===== config.mk =====
export PLATFORM = sky130hd
export DESIGN_NAME = http_date_to_unix_time
export DESIGN_NICKNAME = d
export VERILOG_FILES = /design/src/hdl/hdtu_pkg.sv /design/src/hdl/hdtu_parser.sv /design/src/hdl/hdtu_fifo.sv /design/src/hdl/hdtu_convert.sv /design/src/hdl/http_date_to_unix_time.sv
export SDC_FILE = /design/constraint.sdc
export NUM_CORES = 2
export LEC_CHECK = 0
export BUFFER_PORTS_ARGS = -buffer_cell sky130_fd_sc_hd__buf_2
export CAP_MARGIN = 20
export CORE_MARGIN = 2
export CORE_UTILIZATION = 53
export CTS_BUF_LIST = sky130_fd_sc_hd__clkbuf_8
export DETAILED_ROUTE_END_ITERATION = 16
export GPL_ROUTABILITY_DRIVEN = 0
export PLACE_DENSITY_LB_ADDON = 0.1
export SYNTH_ARGS = -nofsm -noshare
export SYNTH_HDL_FRONTEND = slang
export SYNTH_HIERARCHICAL = 1
export SYNTH_SLANG_ARGS = --single-unit

===== constraint.sdc =====
create_clock -name clk_i -period 40.1 [get_ports clk_i]
set_input_delay 4.01 -clock clk_i [delete_from_list [all_inputs] [get_ports clk_i]]
set_output_delay 4.01 -clock clk_i [all_outputs]
set_load 0.05 [all_outputs]

===== src/hdl/hdtu_pkg.sv =====
// Package for the HTTP date to Unix time block: types, codes and date helpers.
// Used by the parser, queue, converter and top level under hdl; depends on nothing.
package hdtu_pkg;

  localparam int unsigned CharW = 8;
  localparam int unsigned SecW = 32;
  localparam int unsigned FifoDepth = 4;

  localparam logic [31:0] KeyDate = 32'h44415445;

  // Parsed date fields handed from the parser to the converter.
  typedef struct packed {
    logic        valid_syntax;
    logic [2:0]  weekday;
    logic [6:0]  day;
    logic [3:0]  month;
    logic [13:0] year;
    logic [6:0]  hour;
    logic [6:0]  minute;
    logic [6:0]  second;
  } fields_t;

  function automatic logic is_ws(input logic [7:0] c);
    return (c == 8'h20) || (c >= 8'h09 && c <= 8'h0D);
  endfunction

  function automatic logic [7:0] upcase(input logic [7:0] c);
    return (c >= 8'h61 && c <= 8'h7A) ? c - 8'h20 : c;
  endfunction

  function automatic logic is_digit(input logic [7:0] c);
    return c >= 8'h30 && c <= 8'h39;
  endfunction

  // Returns {not_found, index}.
  function automatic logic [3:0] find_weekday(input logic [23:0] k);
    logic [3:0] r;
    r = 4'h8;
    case (k)
      24'h53554E: r = 4'h0;
      24'h4D4F4E: r = 4'h1;
      24'h545545: r = 4'h2;
      24'h574544: r = 4'h3;
      24'h544855: r = 4'h4;
      24'h465249: r = 4'h5;
      24'h534154: r = 4'h6;
      default:    r = 4'h8;
    endcase
    return r;
  endfunction

  // Returns month 1..12, or 0 when not found.
  function automatic logic [3:0] find_month(input logic [23:0] k);
    logic [3:0] r;
    case (k)
      24'h4A414E: r = 4'd1;
      24'h464542: r = 4'd2;
      24'h4D4152: r = 4'd3;
      24'h415052: r = 4'd4;
      24'h4D4159: r = 4'd5;
      24'h4A554E: r = 4'd6;
      24'h4A554C: r = 4'd7;
      24'h415547: r = 4'd8;
      24'h534550: r = 4'd9;
      24'h4F4354: r = 4'd10;
      24'h4E4F56: r = 4'd11;
      24'h444543: r = 4'd12;
      default:    r = 4'd0;
    endcase
    return r;
  endfunction

  // Days before the month in a non-leap year.
  function automatic logic [8:0] days_before(input logic [3:0] m);
    logic [8:0] r;
    case (m)
      4'd1: r = 9'd0;     4'd2: r = 9'd31;    4'd3: r = 9'd59;
      4'd4: r = 9'd90;    4'd5: r = 9'd120;   4'd6: r = 9'd151;
      4'd7: r = 9'd181;   4'd8: r = 9'd212;   4'd9: r = 9'd243;
      4'd10: r = 9'd273;  4'd11: r = 9'd304;  4'd12: r = 9'd334;
      default: r = 9'd0;
    endcase
    return r;
  endfunction

  function automatic logic [4:0] month_len(input logic [3:0] m);
    logic [4:0] r;
    case (m)
      4'd2: r = 5'd28;
      4'd4, 4'd6, 4'd9, 4'd11: r = 5'd30;
      default: r = 5'd31;
    endcase
    return r;
  endfunction

endpackage


===== src/hdl/hdtu_parser.sv =====
// Front end: character scanner that classifies each byte and collects date fields.
// Depends on hdtu_pkg.
module hdtu_parser (
  input  logic                clk_i,
  input  logic                rst_ni,
  input  logic                valid_i,
  input  logic [7:0]          char_i,
  input  logic                last_i,
  output logic                done_o,
  output hdtu_pkg::fields_t   fields_o
);
  import hdtu_pkg::*;

  typedef enum logic [2:0] {
    PhLead, PhPrefix, PhTail, PhColon, PhBody, PhTrail
  } phase_e;

  phase_e      phase_q, phase_d;
  logic [4:0]  pos_q, pos_d;
  logic [31:0] pfx_q, pfx_d;
  logic [2:0]  cnt_q, cnt_d;
  logic [2:0]  wd_q, wd_d;
  logic [6:0]  day_q, day_d, hr_q, hr_d, mi_q, mi_d, se_q, se_d;
  logic [3:0]  mo_q, mo_d;
  logic [13:0] yr_q, yr_d;
  logic        fail_q, fail_d;

  logic [7:0]  c, uc;
  logic [3:0]  dg, wk, mn, wk_pfx;
  logic [31:0] pfx_push;
  phase_e      ph;
  logic        good;

  always_comb begin
    c = char_i;
    uc = upcase(c);
    dg = c[3:0];
    pfx_push = {pfx_q[23:0], uc};
    wk = find_weekday(pfx_push[23:0]);
    mn = find_month(pfx_push[23:0]);
    wk_pfx = find_weekday(pfx_q[23:0]);
    phase_d = phase_q; pos_d = pos_q; pfx_d = pfx_q; cnt_d = cnt_q;
    wd_d = wd_q; day_d = day_q; mo_d = mo_q; yr_d = yr_q;
    hr_d = hr_q; mi_d = mi_q; se_d = se_q; fail_d = fail_q;
    ph = phase_q;
    good = 1'b1;
    if (!fail_q) begin
      if (ph == PhLead && !is_ws(c)) ph = PhPrefix;
      if (ph == PhColon && !is_ws(c)) begin
        ph = PhBody;
        pos_d = 5'd0;
      end
      phase_d = ph;
      case (ph)
        PhLead, PhColon: ;
        PhPrefix, PhTail: begin
          if (c == 8'h3A) begin
            if (cnt_q == 3'd4 && pfx_q == KeyDate) begin
              phase_d = PhColon;
              pfx_d = '0;
            end else fail_d = 1'b1;
          end else if (c == 8'h2C) begin
            if (ph == PhPrefix && cnt_q == 3'd3 && !wk_pfx[3]) begin
              wd_d = wk_pfx[2:0];
              pos_d = 5'd4;
              phase_d = PhBody;
            end else fail_d = 1'b1;
          end else if (is_ws(c)) begin
            phase_d = PhTail;
          end else if (ph == PhPrefix && cnt_q < 3'd4) begin
            pfx_d = pfx_push;
            cnt_d = cnt_q + 3'd1;
          end else fail_d = 1'b1;
        end
        PhBody: begin
          case (pos_d)
            5'd0, 5'd1, 5'd8, 5'd9: pfx_d = pfx_push;
            5'd2: begin
              pfx_d = pfx_push;
              good = !wk[3];
              wd_d = wk[2:0];
            end
            5'd10: begin
              pfx_d = pfx_push;
              good = mn != 4'd0;
              mo_d = mn;
            end
            5'd3: good = c == 8'h2C;
            5'd4, 5'd7, 5'd11, 5'd16, 5'd25: good = c == 8'h20;
            5'd19, 5'd22: good = c == 8'h3A;
            5'd5, 5'd6: begin
              good = is_digit(c);
              day_d = 7'(day_q * 7'd10 + 7'(dg));
            end
            5'd12, 5'd13, 5'd14, 5'd15: begin
              good = is_digit(c);
              yr_d = 14'(yr_q * 14'd10 + 14'(dg));
            end
            5'd17, 5'd18: begin
              good = is_digit(c);
              hr_d = 7'(hr_q * 7'd10 + 7'(dg));
            end
            5'd20, 5'd21: begin
              good = is_digit(c);
              mi_d = 7'(mi_q * 7'd10 + 7'(dg));
            end
            5'd23, 5'd24: begin
              good = is_digit(c);
              se_d = 7'(se_q * 7'd10 + 7'(dg));
            end
            5'd26: good = uc == 8'h47;
            5'd27: good = uc == 8'h4D;
            5'd28: good = uc == 8'h54;
            default: good = 1'b0;
          endcase
          if (!good) fail_d = 1'b1;
          else if (pos_d >= 5'd28) phase_d = PhTrail;
          else pos_d = pos_d + 5'd1;
        end
        PhTrail: if (!is_ws(c)) fail_d = 1'b1;
        default: fail_d = 1'b1;
      endcase
    end
    fields_o.valid_syntax = !fail_d && phase_d == PhTrail;
    fields_o.weekday = wd_d;
    fields_o.day = day_d;
    fields_o.month = mo_d;
    fields_o.year = yr_d;
    fields_o.hour = hr_d;
    fields_o.minute = mi_d;
    fields_o.second = se_d;
    done_o = valid_i && last_i;
  end

  always_ff @(posedge clk_i or negedge rst_ni) begin
    if (!rst_ni) begin
      phase_q <= PhLead; pos_q <= '0; pfx_q <= '0; cnt_q <= '0; wd_q <= '0;
      day_q <= '0; mo_q <= '0; yr_q <= '0; hr_q <= '0; mi_q <= '0; se_q <= '0;
      fail_q <= 1'b0;
    end else if (valid_i) begin
      if (last_i) begin
        phase_q <= PhLead; pos_q <= '0; pfx_q <= '0; cnt_q <= '0; wd_q <= '0;
        day_q <= '0; mo_q <= '0; yr_q <= '0; hr_q <= '0; mi_q <= '0;
        se_q <= '0; fail_q <= 1'b0;
      end else begin
        phase_q <= phase_d; pos_q <= pos_d; pfx_q <= pfx_d; cnt_q <= cnt_d;
        wd_q <= wd_d; day_q <= day_d; mo_q <= mo_d; yr_q <= yr_d;
        hr_q <= hr_d; mi_q <= mi_d; se_q <= se_d; fail_q <= fail_d;
      end
    end
  end

endmodule


===== src/hdl/hdtu_fifo.sv =====
// Short queue of parsed date records between parser and converter.
// Depends on hdtu_pkg.
module hdtu_fifo #(
  parameter int unsigned Depth = hdtu_pkg::FifoDepth
) (
  input  logic              clk_i,
  input  logic              rst_ni,
  input  logic              push_i,
  input  hdtu_pkg::fields_t data_i,
  output logic              full_o,
  output logic              empty_o,
  input  logic              pop_i,
  output hdtu_pkg::fields_t data_o
);
  import hdtu_pkg::*;

  localparam int unsigned AW = (Depth > 1) ? $clog2(Depth) : 1;

  fields_t            mem_q [Depth];
  logic [AW-1:0]      wr_q, rd_q;
  logic [AW:0]        cnt_q;

  assign full_o  = cnt_q == (AW+1)'(Depth);
  assign empty_o = cnt_q == '0;
  assign data_o  = mem_q[rd_q];

  always_ff @(posedge clk_i) begin
    if (push_i && !full_o) mem_q[wr_q] <= data_i;
  end

  always_ff @(posedge clk_i or negedge rst_ni) begin
    if (!rst_ni) begin
      wr_q <= '0; rd_q <= '0; cnt_q <= '0;
    end else begin
      if (push_i && !full_o)
        wr_q <= (wr_q == AW'(Depth - 1)) ? '0 : wr_q + AW'(1);
      if (pop_i && !empty_o)
        rd_q <= (rd_q == AW'(Depth - 1)) ? '0 : rd_q + AW'(1);
      cnt_q <= cnt_q + (AW+1)'(push_i && !full_o) - (AW+1)'(pop_i && !empty_o);
    end
  end

endmodule


===== src/hdl/hdtu_convert.sv =====
// Back end: checks the parsed date and converts it to Unix seconds in a pipeline.
// Depends on hdtu_pkg.
module hdtu_convert (
  input  logic              clk_i,
  input  logic              rst_ni,
  input  logic              valid_i,
  output logic              ready_o,
  input  hdtu_pkg::fields_t fields_i,
  output logic              valid_o,
  input  logic              ready_i,
  output logic              ok_o,
  output logic [31:0]       secs_o
);
  import hdtu_pkg::*;

  // Stage 1: validity, day count from year 1970 via leap counts, and seconds of the day.
  // Stage 2: weekday check.
  // Stage 3: days * 86400 + seconds with range check.
  logic        v1_q, v2_q, v3_q;
  logic        ok1_q, ok2_q, ok3_q;
  logic [21:0] days1_q;
  logic [16:0] tod1_q;
  logic [2:0]  wd1_q;
  logic [21:0] days2_q;
  logic [16:0] tod2_q;
  logic [31:0] sec3_q;
  logic        adv1, adv2, adv3;

  logic [13:0] y, y1;
  logic [26:0] yc_prod, y1c_prod;
  logic [7:0]  yc, q100;
  logic        cent;
  logic        leap;
  logic [4:0]  dim;
  logic        ok1;
  logic [21:0] days1;
  logic [11:0] q4;
  logic [5:0]  q400;
  logic [16:0] tod1;
  logic [22:0] dx;
  logic [46:0] dq_prod;
  logic [20:0] dq;
  logic [2:0]  dow;
  logic [47:0] total;

  assign adv3 = !v3_q || ready_i;
  assign adv2 = !v2_q || adv3;
  assign adv1 = !v1_q || adv2;
  assign ready_o = adv1;

  always_comb begin
    y = fields_i.year;
    y1 = y - 14'd1;
    // Divide by 100 as a reciprocal multiply, exact for 14-bit years.
    yc_prod = 27'(y) * 27'd5243;
    yc = yc_prod[26:19];
    cent = y == 14'(14'(yc) * 14'd100);
    leap = (y[1:0] == 2'b00 && !cent) || (cent && yc[1:0] == 2'b00);
    dim = (fields_i.month == 4'd2 && leap) ? 5'd29 : month_len(fields_i.month);
    ok1 = fields_i.valid_syntax && fields_i.month >= 4'd1 && fields_i.month <= 4'd12 &&
          fields_i.day >= 7'd1 && fields_i.day <= 7'(dim) &&
          fields_i.hour <= 7'd23 && fields_i.minute <= 7'd59 &&
          fields_i.second <= 7'd59 && y >= 14'd1970;
    y1c_prod = 27'(y1) * 27'd5243;
    q100 = y1c_prod[26:19];
    q4 = y1[13:2];
    q400 = q100[7:2];
    days1 = 22'(22'(y1) * 22'd365 + 22'(q4) - 22'(q100) + 22'(q400)
            - 22'd719162 + 22'(days_before(fields_i.month))
            + 22'((fields_i.month > 4'd2 && leap) ? 1 : 0) + 22'(fields_i.day) - 22'd1);
    tod1 = 17'(17'(fields_i.hour) * 17'd3600 + 17'(fields_i.minute) * 17'd60
           + 17'(fields_i.second));
    // Modulo 7 as a reciprocal multiply, exact below 2^23.
    dx = 23'(days1_q) + 23'd4;
    dq_prod = 47'(dx) * 47'd9586981;
    dq = dq_prod[46:26];
    dow = 3'(dx - 23'(dq) * 23'd7);
    total = 48'(days2_q) * 48'd86400 + 48'(tod2_q);
  end

  always_ff @(posedge clk_i) begin
    if (adv1) begin
      days1_q <= days1; tod1_q <= tod1; wd1_q <= fields_i.weekday;
    end
    if (adv2) begin
      days2_q <= days1_q; tod2_q <= tod1_q;
    end
    if (adv3) sec3_q <= (ok2_q && total <= 48'hFFFF_FFFF) ? total[31:0] : '0;
  end

  always_ff @(posedge clk_i or negedge rst_ni) begin
    if (!rst_ni) begin
      v1_q <= 1'b0; v2_q <= 1'b0; v3_q <= 1'b0;
      ok1_q <= 1'b0; ok2_q <= 1'b0; ok3_q <= 1'b0;
    end else begin
      if (adv1) begin
        v1_q <= valid_i; ok1_q <= ok1;
      end
      if (adv2) begin
        v2_q <= v1_q; ok2_q <= ok1_q && dow == wd1_q;
      end
      if (adv3) begin
        v3_q <= v2_q; ok3_q <= ok2_q && total <= 48'hFFFF_FFFF;
      end
    end
  end

  assign valid_o = v3_q;
  assign ok_o    = ok3_q;
  assign secs_o  = sec3_q;

endmodule


===== src/hdl/http_date_to_unix_time.sv =====
// Top level: HTTP IMF-fixdate text stream to Unix seconds.
// Each parsed date is written into the queue, then passes the converter's check, weekday and seconds stages.
// Throughput: one character per cycle; the parser stalls only when its queue is full.
// Reset (async, active low) clears parser state, queue pointers and pipeline valids.
// Depends on hdtu_pkg, hdtu_parser, hdtu_fifo, hdtu_convert.
module http_date_to_unix_time #(
  parameter int unsigned FifoDepth = hdtu_pkg::FifoDepth
) (
  input  logic        clk_i,
  input  logic        rst_ni,
  input  logic        s_axis_tvalid,
  output logic        s_axis_tready,
  input  logic [7:0]  s_axis_tdata,   // text_char
  input  logic        s_axis_tlast,   // last_char
  output logic        m_axis_tvalid,
  input  logic        m_axis_tready,
  output logic [39:0] m_axis_tdata    // ok, unix_seconds[32:1], zero pad
);
  import hdtu_pkg::*;

  logic    acc, done, full, empty, cv_ready, ok;
  fields_t pf, qf;
  logic [31:0] secs;

  assign s_axis_tready = !full;
  assign acc = s_axis_tvalid && s_axis_tready;

  hdtu_parser u_parser (
    .clk_i, .rst_ni, .valid_i(acc), .char_i(s_axis_tdata), .last_i(s_axis_tlast),
    .done_o(done), .fields_o(pf)
  );

  hdtu_fifo #(.Depth(FifoDepth)) u_fifo (
    .clk_i, .rst_ni, .push_i(done), .data_i(pf), .full_o(full), .empty_o(empty),
    .pop_i(cv_ready), .data_o(qf)
  );

  hdtu_convert u_conv (
    .clk_i, .rst_ni, .valid_i(!empty), .ready_o(cv_ready), .fields_i(qf),
    .valid_o(m_axis_tvalid), .ready_i(m_axis_tready), .ok_o(ok), .secs_o(secs)
  );

  assign m_axis_tdata = {7'b0, secs, ok};

endmodule


== Word-level counts from Yosys, hierarchy flattened ==
Memory sizes are Yosys's and may differ from the RTL's.
Index checks and enable logic that the tools add are counted.
Word-level totals
  input bits: 13
  bits in writable memories: 200
  bits in read-only memories: 144
  output and inout bits: 42
  bits in registers: 219
  memories kept: 2
Cells by class
  reduce and logical (&&, ||, !) cells: 69
  eq/ne operators: 89
  muxes and demuxes: 96
  multiply operators: 14
  $lt $le $gt $ge: 18
  add/subtract/negate cells: 26
Memories
  u_fifo.mem_q: depth 4, bits a word 50, rd ports 1, clocked after memory_dff 0, wr ports 1, line hdtu_fifo.sv:19  | fields_t mem_q [Depth];
  (no name shown): depth 16, bits a word 9, rd ports 1, clocked after memory_dff 0, wr ports 0, line hdtu_pkg.sv:76  | case (m)
Operators with widths (count)
  equality test 24 x 23 -> 1 bit (second input constant): 26
  two-way mux 32 bit: 8
  two-way mux 7 bit: 16
  two-way mux 3 bit: 26
  equality test 5 bit (second input constant): 13
  case mux 32 bit (2 select lines): 1
  two-way mux 14 bit: 4
  case mux 4 bit (7 select lines): 2
  multiplier 14 x 13 -> 27 bit (second input constant): 2
  less-or-equal comparator 48 x 32 -> 1 bit (second input constant): 1
  case mux 4 bit (12 select lines): 1
  multiplier 23 x 24 -> 47 bit (second input constant): 1
  two-way mux 5 bit: 9
  adder 39 x 17 -> 40 bit: 1
  equality test 5 x 4 -> 1 bit (second input constant): 8
  equality test 32 x 31 -> 1 bit (second input constant): 1
  multiplier 22 x 10 -> 32 bit (second input constant): 1
  adder 7 x 4 -> 7 bit: 4
  logical AND 1 bit: 28
  multiplier 7 x 3 -> 6 bit (second input constant): 4
  equality test 8 x 6 -> 1 bit (second input constant): 3
  equality test 8 x 7 -> 1 bit (second input constant): 3
  adder 22 x 3 -> 23 bit (second input constant): 1
  adder 22 x 12 -> 22 bit: 1
  other kinds (82): 147

== Longest topological paths before layout ==
  depth in word-level cells: 21
  depth in mapped cells: 62
  gate-level depth less buffers: 60

== Modules after synthesis ==
Netlist, hierarchy kept.
By module, submodules not included
  hdtu_convert: area an instance 27450.1 sq um, times used 1, cells each 2775
  hdtu_parser: area an instance 8389.3 sq um, times used 1, cells each 949
  hdtu_fifo: area an instance 7718.7 sq um, times used 1, cells each 301
  http_date_to_unix_time: area an instance 77.6 sq um, times used 1, cells each 12

== Worst setup path before layout ==
OpenSTA, ideal clock, no wires.
  kind: register -> register
  from: reg u_fifo.rd_q[0]
  to: reg u_conv.days1_q[21], data pin
  stages on the path, launching flop included: 60
  setup slack: 26081 ps
  data arrival time: 13759 ps
  buffers on the path: 2
  library setup time: 261 ps
  cells stage by stage: dfrtp_1 > buf_6 > buf_12 > mux4_2 > fa_1 > ha_1 > fa_1 > fa_1 > inv_1 > fa_1 > inv_1 > ha_1 > a21o_1 > a21o_1 > a21oi_1 > nor2b_1 > a31oi_1 > o211ai_1 > [24 not listed] > inv_1 > ha_1 > a21oi_1 > fa_1 > fa_1 > fa_1 > nor2b_1 > o21ai_0 > a21boi_0 > o21ai_0 > a21o_1 > a21boi_0 > o31ai_1 > a2111oi_0 > nor3_1 > o41ai_1 > a21oi_1 > xnor2_1
RTL lines
  start: declaration: line hdtu_fifo.sv:20  | logic [AW-1:0] wr_q, rd_q;
  start signal: assignment: line hdtu_fifo.sv:38  | rd_q <= (rd_q == AW'(Depth - 1)) ? '0 : rd_q + AW'(1);
  end signal: assignment: line hdtu_convert.sv:83  | days1_q <= days1; tod1_q <= tod1; wd1_q <= fields_i.weekday;
  end: declaration: line hdtu_convert.sv:21  | logic [21:0] days1_q;

==> impl_metrics.toml <==
[grt]
first_global_vias = 29500
grt_max_degree = 56
antenna_found_initial = 1
grt_usage_pct = 22.7
grt_overflow_total = 0
grt_pass1_wl_um = 155000

[clock_network]
clk_pin_slew_worst_paths_ns = 0.06
cts_buffers = 71
cts_max_level = 3
clock-sinks = 419
cts_hold_buf = 0
cts_root_buf = "clkbuf_8"
cts_tree = "done"
cts_setup_buffers = 0
clk_latency_ns = 0.66
cts_resized = 0
clk_path_buf_depth = 3

[yosys]
synth_area_per_cell_um2 = 10.8
synth_top_area_share_pct = 21.5
synth_top_area_cell = "edfxtp_1"
synthFlopType = "edfxtp_1"
synth_area_mm2 = 0.0436
synth-edff-count = 313
synthTopCellsByArea = "edfxtp_1, ha_1, fa_1"
synth_cell_types = 117
yosysWarnings = 6
ys_seq_area_share_pct = 27.6
async_flop_share_pct = 25.3
syn_inst = 4037
ys_seq_elements = 419

[setup_path]
critPathKind = "reg -> reg"
crit_top_cell = "fa_1"
slowest_stage = "mux4_2"
cp.required_ns = 40.48
max_stage_delay_ns = 0.74
start_kind = "register"
path_max_fanout = 16
arrival_ns = 16.07
endpoint_kind = "register"

[timing]
skew_ns = 0.0412
worstMarginPinSlew_ns = 1.03
timing.fmax_mhz = 63.8
fin_setup_tns_ns = 0
hold_viol = 0
rsz0062_at_grt = "no"
fin_crit_ns = 15.69
setup_violations = 0
fin_crit_sh_pct = 39.1
slew_violations = 0
relSlewSlack_pct = 30.9

[routing]
drc = 0
vias = 28300
dr.pass1.iters = 5
avgRoutedWirePerCell_um = 17.8
wl_um = 92800
vias_per_cell = 5.41
ant_nets = 0
drt_iter0_markers = 1616

[floorplanning]
fp.dieW_um = 291
start_util_pct = 53.3
die_area_mm2 = 0.0846
io_pins = 55
die_y_um = 291
core-area_mm2 = 0.0818
rows = 105

[placed_design]
dp.final_hpwl_um = 73400
port-buffer-count = 47

[final_layout]
layout.nets = 5188
syn_to_final_growth_pct = 6.17
layout-drive-gt1-share_pct = 7.68

[outcome]
status = "finished clean"

[job]
cap_viol_max_count = 0

[worst_hold_path]
holdCritPathClass = "reg -> reg"
==> cell usage after synthesis (all sizes together) (7+ instances only) <==
library cell / count
inv: 833
ha: 693
fa: 381
edfxtp: 313
xnor2: 171
nor2: 166
nand2: 157
a21oi: 134
dfrtp: 106
o21ai: 77
nor3: 64
xor2: 62
clkbuf: 56
mux4: 51
a21o: 50
nand3: 48
mux2: 44
a22o: 40
mux2i: 39
nor2b: 37
buf: 34
nand4: 33
and2: 32
nand2b: 31
and3: 28
nor4: 22
o21bai: 22
a31oi: 21
o21a: 21
a211oi: 20
o211ai: 20
or3: 18
nor3b: 14
a2111oi: 13
o31ai: 13
nor4b: 10
or2: 10
a21boi: 9
nand3b: 9
or4: 9
o2111ai: 8
o22ai: 8
o32ai: 7
==> through the flow <==
step	util [%]	worst slack, ns	instances	hold WS [ns]	instance area (um2)
CTS	56.6	24.39	5222	0.418	46300
global route	56.6	23.36	5223	0.427	46300
detailed placement	54.9	24.46	5098	0.405	45000
global placement	54.9	24.61	5098	0.403	45000
floorplan	-	26.08	4043	0.400	43700
finish	56.6	24.41	5223	0.417	46300
==> metal layers <==
| layer | part of all wire (%) | vias to the layer above | track usage, % | wire length, um |
|---|---|---|---|---|
| li1 | - | 13900 | - | - |
| met1 | 47 | 13800 | 31.3 | 43500 |
| met2 | 49 | 452 | 39.0 | 45200 |
| met3 | 3.0 | 108 | 2.32 | 2750 |
| met4 | 1.5 | 0 | 4.49 | 1350 |
| met5 | 0 | - | 0 | 0 |
==> area by class of cell <==
cell class | instances | area [um2]
sequential | 419 | 12100
tap | 1070 | 1340
inverter | 835 | 3130
clock buffer | 77 | 1060
clock inverter | 47 | 292
fill | 7131 | 35500
timing repair buffer | 75 | 448
antenna | 1 | 2.50
multi-input combinational | 2699 | 28000
==> state kept, by name, summed over array words and instances (netlist names), 4 cells and up <==
name            flops
u_parser/day_q      7
u_parser/se_q       7
u_parser/pos_q      5
u_fifo/mem_q      200
u_conv/tod1_q      17
u_parser/mi_q       7
u_parser/mo_q       4
u_conv/days1_q     22
u_parser/yr_q      14
u_conv/secs_o      32
u_conv/days2_q     22
u_parser/pfx_q     32
u_conv/tod2_q      17
u_parser/hr_q       7
==> cells in the final DEF (no fill, tap or decap), types with 21 or more instances in the layout <==
master    netlist  final
nor2_1        162    161
ha_1          693    693
inv_1         832    849
edfxtp_1      313    313
clkbuf_8        0     77
nor2b_1        36     35
nand2b_1       31     31
and2_1         29     25
a21oi_1       133    133
dfrtp_1       106    104
buf_2          12     46
nand4_1        33     33
nand2_1       157    156
mux2i_1        39     39
mux2_2         40     40
a22o_1         40     40
nand3_1        47     47
mux4_2         49     49
and3_1         27     27
xnor2_1       170    170
nor4_1         21     21
fa_1          381    381
nor3_1         64     64
o21a_1         21     21
a21o_1         50     50
xor2_1         62     62
buf_4          10     29
o21bai_1       22     22
o21ai_0        72     72
==> cell families (layout without fill, tap and decap cells) <==
group                    Yosys count  count (layout)  share of synthesized area (%)
adder cells (fa/ha/maj)         1074            1074                           37.4
flip-flops                       419             419                           27.6
other                              1               8                        0.00859
multiplexers                     134             134                           4.68
buffers and inverters            925            1034                           8.33
AND/OR/NAND/NOR                  720             720                           8.75
XOR/XNOR                         234             234                           4.75
AO/OA/AOI/OAI                    530             530                           8.51
==> worst paths after layout <==
check,cells after the start,slack [ns],to,from
min in group asynchronous,1,3.38,u_parser/yr_q[11],rst_ni
worst min-delay path,0,0.42,u_conv/tod2_q[5],u_conv/tod1_q[5]
worst max register to register,57,24.41,u_conv/days1_q[21],u_fifo/rd_q[0]
worst min register to register,0,0.42,u_conv/tod2_q[5],u_conv/tod1_q[5]
worst max-delay path,57,24.41,u_conv/days1_q[21],u_fifo/rd_q[0]
max in group asynchronous,2,35.33,u_fifo/rd_q[0],rst_ni
==> worst max-delay path: cells and delay by family, from the launching register on <==
kind / cells / cell delay, ns
adders and majority gates: 17 / 7.20
AOI/OAI and AO/OA: 24 / 5.10
and+or+nand+nor: 7 / 1.23
muxes: 1 / 0.74
DFF: 1 / 0.62
buffers and inverters: 6 / 0.28
xor gates and xnor gates: 2 / 0.23
Power is not shown: default switching activity piles up to over one toggle a cycle in this logic, so the estimate is an artifact.
